$ cat config.mk
export PLATFORM = sky130hd
export DESIGN_NAME = murmur64a_message_hash
export DESIGN_NICKNAME = d
export VERILOG_FILES = /design/src/rtl/core/mm64_pkg.sv /design/src/rtl/core/mm64_mul.sv /design/src/rtl/core/murmur64a_message_hash.sv
export SDC_FILE = /design/constraint.sdc
export NUM_CORES = 2
export LEC_CHECK = 0
export BUFFER_PORTS_ARGS = -buffer_cell sky130_fd_sc_hd__buf_2
export CORE_MARGIN = 5
export CORE_UTILIZATION = 60
export DETAILED_ROUTE_END_ITERATION = 8
export HOLD_SLACK_MARGIN = 0.06
export PLACE_DENSITY = 0.78
export SLEW_MARGIN = 25
export SYNTH_ARGS = -nofsm -noshare
export SYNTH_HDL_FRONTEND = slang
export SYNTH_SLANG_ARGS = --single-unit
export TNS_END_PERCENT = 1
$ cat constraint.sdc
create_clock -name clk_i -period 11.4 [get_ports clk_i]
set_input_delay 2.28 -clock clk_i [delete_from_list [all_inputs] [get_ports clk_i]]
set_output_delay 2.28 -clock clk_i [all_outputs]
set_load 0.1 [all_outputs]
$ cat src/rtl/core/mm64_pkg.sv
// Shared constants, state encoding and small helpers for the MurmurHash64A block.
// No dependencies; used by mm64_mul and murmur64a_message_hash.
package mm64_pkg;

  localparam logic [63:0] MURMUR_MULT = 64'hc6a4a7935bd1e995;
  localparam int unsigned MIX_SHIFT   = 47;

  localparam logic [31:0] MULT_LO = MURMUR_MULT[31:0];
  localparam logic [31:0] MULT_HI = MURMUR_MULT[63:32];

  // Sequencer states, one-hot.
  typedef enum logic [6:0] {
    S_IDLE     = 7'b0000001,
    S_DISPATCH = 7'b0000010,
    S_SEED     = 7'b0000100,
    S_KMIX1    = 7'b0001000,
    S_KMIX2    = 7'b0010000,
    S_HMUL     = 7'b0100000,
    S_FINAL    = 7'b1000000
  } state_e;

  // Keep the low nb bytes of a word.
  function automatic logic [63:0] tail_mask(input logic [2:0] nb);
    logic [63:0] mask;
    mask = '0;
    for (int i = 0; i < 8; i++) begin
      mask[8*i +: 8] = (3'(i) < nb) ? 8'hFF : 8'h00;
    end
    return mask;
  endfunction

  function automatic logic [63:0] xor_shift(input logic [63:0] x);
    return x ^ (x >> MIX_SHIFT);
  endfunction

endpackage

$ cat src/rtl/core/mm64_mul.sv
// Iterative 64-bit multiply by the MurmurHash constant, low 64 bits of the product.
// One 32x32 multiplier reused over three partial products; uses mm64_pkg.
module mm64_mul (
  input  logic        clk_i,
  input  logic        rst_ni,
  input  logic        start_i,
  input  logic [63:0] operand_i,
  output logic        done_o,
  output logic [63:0] product_o
);

  logic [63:0] a_q, a_d;
  logic [63:0] acc_q, acc_d;
  logic [63:0] prod_q, prod_d;
  logic [1:0]  step_q, step_d;
  logic        busy_q, busy_d;
  logic        done_q, done_d;
  logic [31:0] mul_a, mul_b;

  // Operand select for the shared multiplier.
  always_comb begin
    unique case (step_q)
      2'd0: begin
        mul_a = a_q[31:0];
        mul_b = mm64_pkg::MULT_LO;
      end
      2'd1: begin
        mul_a = a_q[31:0];
        mul_b = mm64_pkg::MULT_HI;
      end
      2'd2: begin
        mul_a = a_q[63:32];
        mul_b = mm64_pkg::MULT_LO;
      end
      default: begin
        mul_a = '0;
        mul_b = '0;
      end
    endcase
  end

  always_comb begin
    a_d    = a_q;
    acc_d  = acc_q;
    prod_d = {32'b0, mul_a} * {32'b0, mul_b};
    step_d = step_q;
    busy_d = busy_q;
    done_d = 1'b0;
    if (start_i) begin
      a_d    = operand_i;
      step_d = 2'd0;
      busy_d = 1'b1;
    end else if (busy_q) begin
      step_d = step_q + 2'd1;
      unique case (step_q)
        2'd0: acc_d = acc_q;
        2'd1: acc_d = prod_q;
        2'd2: acc_d = acc_q + {prod_q[31:0], 32'b0};
        default: begin
          // cross terms only reach the upper half
          acc_d  = acc_q + {prod_q[31:0], 32'b0};
          busy_d = 1'b0;
          done_d = 1'b1;
        end
      endcase
    end
  end

  always_ff @(posedge clk_i or negedge rst_ni) begin
    if (!rst_ni) begin
      step_q <= 2'd0;
      busy_q <= 1'b0;
      done_q <= 1'b0;
    end else begin
      step_q <= step_d;
      busy_q <= busy_d;
      done_q <= done_d;
    end
  end

  always_ff @(posedge clk_i) begin
    a_q    <= a_d;
    acc_q  <= acc_d;
    prod_q <= prod_d;
  end

  assign done_o    = done_q;
  assign product_o = acc_q;

  a_done_idle: assert property (@(posedge clk_i) disable iff (!rst_ni)
    done_q |-> !busy_q)
    else $error("multiplier done while still busy");

  a_start_idle: assert property (@(posedge clk_i) disable iff (!rst_ni)
    start_i |-> !busy_q)
    else $error("multiplier started while busy");

  a_last_step: assert property (@(posedge clk_i) disable iff (!rst_ni)
    (busy_q && !start_i && step_q == 2'd3) |=> done_q)
    else $error("multiplier missed its done pulse");

endmodule

$ cat src/rtl/core/murmur64a_message_hash.sv
// MurmurHash64A over a message streamed as little-endian 64-bit words: one beat per word,
// the first beat seeds from hash_seed and the length, the last beat emits the hash.
// Every 64-bit multiply runs on one shared 32x32 multiplier, and a beat runs these:
// 1 to seed on a first beat, 3 for a full word or 1 for a tail, 1 for the final mix on
// a last beat. The input stalls until the beat is done; a finished hash waits in the
// output register while the next beat is taken, and the final mix holds only while
// that register is full and stalled.
// Depends on mm64_pkg and mm64_mul.
module murmur64a_message_hash (
  input  logic               clk_i,
  input  logic               rst_ni,
  input  logic               hash_seed_we_i,
  input  logic signed [31:0] hash_seed_i,
  input  logic               in_valid_i,
  output logic               in_stall_o,
  input  logic               first_word_i,
  input  logic [30:0]        message_length_i,
  input  logic [63:0]        data_word_i,
  input  logic [3:0]         valid_bytes_i,
  input  logic               last_word_i,
  output logic               out_valid_o,
  input  logic               out_stall_i,
  output logic [63:0]        hash_value_o
);

  mm64_pkg::state_e state_q, state_d;

  logic [31:0] seed_q;
  logic [63:0] h_q, h_d;
  logic        first_q, last_q;
  logic [30:0] len_q;
  logic [63:0] word_q;
  logic [3:0]  nb_q;
  logic        out_valid_q, out_valid_d;
  logic [63:0] hash_q;
  logic        out_load;
  logic        in_take;

  logic        mul_start;
  logic [63:0] mul_operand;
  logic        mul_done;
  logic [63:0] mul_product;

  logic [63:0]      h_base;
  logic             abs_start;
  logic [63:0]      abs_operand;
  mm64_pkg::state_e abs_next;

  // Multiplier result is final once its done pulse has been seen in this state.
  logic u_mul_busy;
  logic fin_seen_q, fin_seen_d;

  mm64_mul u_mul (
    .clk_i     (clk_i),
    .rst_ni    (rst_ni),
    .start_i   (mul_start),
    .operand_i (mul_operand),
    .done_o    (mul_done),
    .product_o (mul_product)
  );

  assign in_stall_o = (state_q != mm64_pkg::S_IDLE);
  assign in_take    = in_valid_i && !in_stall_o;

  // Hash entering the absorb step: freshly seeded or carried over.
  assign h_base = (state_q == mm64_pkg::S_SEED)
                ? ({{32{seed_q[31]}}, seed_q} ^ mul_product) : h_q;

  always_comb begin
    if (nb_q[3]) begin
      abs_start   = 1'b1;
      abs_operand = word_q;
      abs_next    = mm64_pkg::S_KMIX1;
    end else if (nb_q[2:0] != 3'd0) begin
      abs_start   = 1'b1;
      abs_operand = h_base ^ (word_q & mm64_pkg::tail_mask(nb_q[2:0]));
      abs_next    = mm64_pkg::S_HMUL;
    end else if (last_q) begin
      abs_start   = 1'b1;
      abs_operand = mm64_pkg::xor_shift(h_base);
      abs_next    = mm64_pkg::S_FINAL;
    end else begin
      abs_start   = 1'b0;
      abs_operand = '0;
      abs_next    = mm64_pkg::S_IDLE;
    end
  end

  always_comb begin
    state_d     = state_q;
    h_d         = h_q;
    mul_start   = 1'b0;
    mul_operand = '0;
    out_load    = 1'b0;
    unique case (state_q)
      mm64_pkg::S_IDLE: begin
        if (in_take) begin
          state_d = mm64_pkg::S_DISPATCH;
        end
      end
      mm64_pkg::S_DISPATCH: begin
        if (first_q) begin
          mul_start   = 1'b1;
          mul_operand = {33'b0, len_q};
          state_d     = mm64_pkg::S_SEED;
        end else begin
          mul_start   = abs_start;
          mul_operand = abs_operand;
          state_d     = abs_next;
        end
      end
      mm64_pkg::S_SEED: begin
        if (mul_done) begin
          h_d         = h_base;
          mul_start   = abs_start;
          mul_operand = abs_operand;
          state_d     = abs_next;
        end
      end
      mm64_pkg::S_KMIX1: begin
        if (mul_done) begin
          mul_start   = 1'b1;
          mul_operand = mm64_pkg::xor_shift(mul_product);
          state_d     = mm64_pkg::S_KMIX2;
        end
      end
      mm64_pkg::S_KMIX2: begin
        if (mul_done) begin
          mul_start   = 1'b1;
          mul_operand = h_q ^ mul_product;
          state_d     = mm64_pkg::S_HMUL;
        end
      end
      mm64_pkg::S_HMUL: begin
        if (mul_done) begin
          h_d = mul_product;
          if (last_q) begin
            mul_start   = 1'b1;
            mul_operand = mm64_pkg::xor_shift(mul_product);
            state_d     = mm64_pkg::S_FINAL;
          end else begin
            state_d = mm64_pkg::S_IDLE;
          end
        end
      end
      mm64_pkg::S_FINAL: begin
        // product holds until the next start, so wait here for a free output slot
        if (mul_done || !out_valid_q || !out_stall_i) begin
          if (!out_valid_q || !out_stall_i) begin
            if (!u_mul_busy) begin
              out_load = 1'b1;
              state_d  = mm64_pkg::S_IDLE;
            end
          end
        end
      end
      default: begin
        state_d = mm64_pkg::S_IDLE;
      end
    endcase
  end

  always_comb begin
    fin_seen_d = fin_seen_q;
    if (mul_start) begin
      fin_seen_d = 1'b0;
    end else if (mul_done) begin
      fin_seen_d = 1'b1;
    end
  end

  assign u_mul_busy = !(fin_seen_q || mul_done);

  always_comb begin
    out_valid_d = out_valid_q;
    if (out_load) begin
      out_valid_d = 1'b1;
    end else if (out_valid_q && !out_stall_i) begin
      out_valid_d = 1'b0;
    end
  end

  always_ff @(posedge clk_i or negedge rst_ni) begin
    if (!rst_ni) begin
      state_q     <= mm64_pkg::S_IDLE;
      seed_q      <= '0;
      h_q         <= '0;
      out_valid_q <= 1'b0;
      fin_seen_q  <= 1'b0;
    end else begin
      state_q     <= state_d;
      h_q         <= h_d;
      out_valid_q <= out_valid_d;
      fin_seen_q  <= fin_seen_d;
      if (hash_seed_we_i) begin
        seed_q <= hash_seed_i;
      end
    end
  end

  always_ff @(posedge clk_i) begin
    if (in_take) begin
      first_q <= first_word_i;
      len_q   <= message_length_i;
      word_q  <= data_word_i;
      nb_q    <= valid_bytes_i;
      last_q  <= last_word_i;
    end
    if (out_load) begin
      hash_q <= mm64_pkg::xor_shift(mul_product);
    end
  end

  assign out_valid_o  = out_valid_q;
  assign hash_value_o = hash_q;

  a_take_dispatch: assert property (@(posedge clk_i) disable iff (!rst_ni)
    in_take |=> (state_q == mm64_pkg::S_DISPATCH))
    else $error("accepted beat did not reach dispatch");

  a_done_waiting: assert property (@(posedge clk_i) disable iff (!rst_ni)
    mul_done |-> (state_q == mm64_pkg::S_SEED || state_q == mm64_pkg::S_KMIX1 ||
                  state_q == mm64_pkg::S_KMIX2 || state_q == mm64_pkg::S_HMUL ||
                  state_q == mm64_pkg::S_FINAL))
    else $error("multiply finished with no state waiting on it");

  a_load_final: assert property (@(posedge clk_i) disable iff (!rst_ni)
    out_load |-> (state_q == mm64_pkg::S_FINAL && last_q))
    else $error("hash loaded outside the final mix of a last beat");

endmodule

==> metrics <==
final hold violations 0; Post-CTS Setup Inserts 0; Seq/Total Area, Yosys 27.4%; DRT Pass-1 Iters 9; Clock Skew 0.0478 ns; core area 77300 µm²; CP Class reg2reg; drt total wl 148000 µm; Post-Syn Instances 4584; CP max-delay cell a21oi_1; GPL Wtd Cong 1.04; Synth async-reset ratio 23.4%; most common cell in the synthesized netlist inv_1; Worst Path Arrival 10.68 ns; routed vias 35.2k; fmax 0.0982 GHz; Synth top cells by count inv_1, fa_1, ha_1; gr ovfl total 0; Top FF cell, synth edfxtp_1; vias in the first global route 36.2k; CTS tree built; CTS resizes 0; Syn-to-layout area delta 8.47%; status finished clean; I/O Pins 204; crit-path most repeated cell fa_1; Tot GR Track Use 35.7%; clock slew at reported path FFs 0.07 ns; Die ar. 83500 µm²; fin crit period 10.18 ns; hold-fix buffers at CTS 0; clock root cell clkbuf_16; Detailed Place HPWL 119000 µm; syn_nets 5790; CP required 11.90 ns; max-slew violations 0; Mapped Area 46700 µm²; post-route ant nets 0; Final Setup Violations 0; Hold Crit Class reg2reg; Worst setup EP type flip-flop; final instance area 50700 µm²; Finished Layout Cells 5806; Yosys warnings 0; setup TNS 0 ns; EDFF count, synth 293; Slew HR 30.0%; unrepaired setup endpoints after global routing false; hold depth 2; clock latency on the worst-skew pair 0.62 ns; die span in x 289 µm; clock buffer depth 3; largest net degree at the start of global routing 85; Yosys reg bits 466; diode count 0; clk sink count 466; nets 5932; fraction of layout instances using a drive strength above 1 8.88%; Placed Instances 5716; Initial Utilization 60.4%; H-tree levels 2; Wirelength per Cell 25.5 µm; first-pass GRT wire length 223000 µm; syn avg cell area 10.2 µm²; Worst R2R Path Depth 31; CP startpoint kind flip-flop; CTS buffer count 48; Area after DPL 49000 µm²; initial antenna violation count 4; CP max stage delay 0.74 ns; Worst Path Max Fanout 19; DR vias/cell 6.06; Yosys cell types 72; final worst path period share 89.3%; Worst Max-Slew Pin Slew 1.05 ns; PortBufs 203; Chip Height 289 µm; Yosys top cell area share 28.2%; max cap viols 0; initial drt markers 3849; Synth area leader fa_1; Placement Rows 102; DRC 0; ranking of synthesized cells by area fa_1, edfxtp_1, ha_1
## flip-flops by register name, summed over array words and instances (netlist names), 2 cells and up
signal,count
h_q,64
hash_value_o,64
len_q,31
nb_q,4
seed_q,32
state_q,7
u_mul.a_q,64
u_mul.prod_q,64
u_mul.product_o,64
u_mul.step_q,2
word_q,64
## layer usage
layer | GRT usage (%) | up-vias | wire (µm)
met5 | 0 | - | 7
met4 | 18.8 | 2 | 9810
met3 | 6.72 | 452 | 14200
met2 | 57.2 | 2053 | 68700
met1 | 46.8 | 17400 | 55200
li1 | - | 15300 | -
## worst max-delay path, delay by kind of cell, from the launching register on
family | cells | cell delay (ns)
flops | 1 | 0.42
buf+inv | 6 | 0.99
simple gates | 3 | 1.23
fa+ha+maj | 10 | 4.22
xor+xnor | 2 | 0.31
compound gates | 10 | 2.88
## final cells by class
class                           count  area [µm²]
Multi-Input combinational cell   3119       30200
Fill cell                        6171       26700
Sequential cell                   466       12800
Inverter                          813        3050
Timing Repair Buffer              278        1600
Clock buffer                       70        1390
Tap cell                         1040        1300
Clock inverter                     20         282
## kinds of logic (layout without fill, tap and decap cells)
family | Yosys count | in the layout | share of synthesized area (%)
buf+inv | 999 | 1181 | 8.05
compound gates | 971 | 971 | 12.7
fa+ha+maj | 1068 | 1068 | 39.2
xor+xnor | 208 | 208 | 3.90
simple gates | 827 | 827 | 7.67
flops | 466 | 466 | 27.4
mux | 45 | 45 | 1.06
## placed cells by master (no fill, tap or decap), types with 17 or more instances in the layout
master / instances
nand2b_1: 31
fa_1: 657
and3_1: 17
inv_1: 810
ha_1: 410
edfxtp_1: 293
o22ai_1: 37
a22oi_1: 64
a211oi_1: 51
mux2_2: 36
nand3_1: 56
o21bai_1: 24
clkbuf_16: 48
dfxtp_1: 64
buf_4: 74
xnor2_1: 147
and2_1: 34
nor3_1: 22
nor2_1: 367
a21o_1: 112
dfrtp_1: 106
nand2_1: 235
xor2_1: 61
o21ai_0: 228
a21oi_1: 347
buf_2: 202
## final timing paths
check,slack [ns],from,to
worst max-delay path,1.22,u_mul.step_q[1],u_mul.prod_q[59]
worst min-delay path,0.50,state_q[0],state_q[0]
worst max register to register,1.22,u_mul.step_q[1],u_mul.prod_q[59]
worst min register to register,0.50,state_q[0],state_q[0]
max in group asynchronous,8.48,rst_ni,u_mul.done_o
min in group asynchronous,1.71,rst_ni,seed_q[11]
## through the flow
step / util (%) / hold WS, ns / setup slack [ns]
2_1_floorplan: - / 0.424 / 2.30
3_3_place_gp: 63.3 / 0.479 / 1.55
3_5_place_dp: 63.3 / 0.484 / 1.41
4_1_cts: 65.5 / 0.493 / 1.35
5_1_grt: 65.5 / 0.524 / 0.798
6_report: 65.5 / 0.497 / 1.22
Power is not shown: default switching activity piles up to over one toggle a cycle in this logic, so the estimate is an artifact.
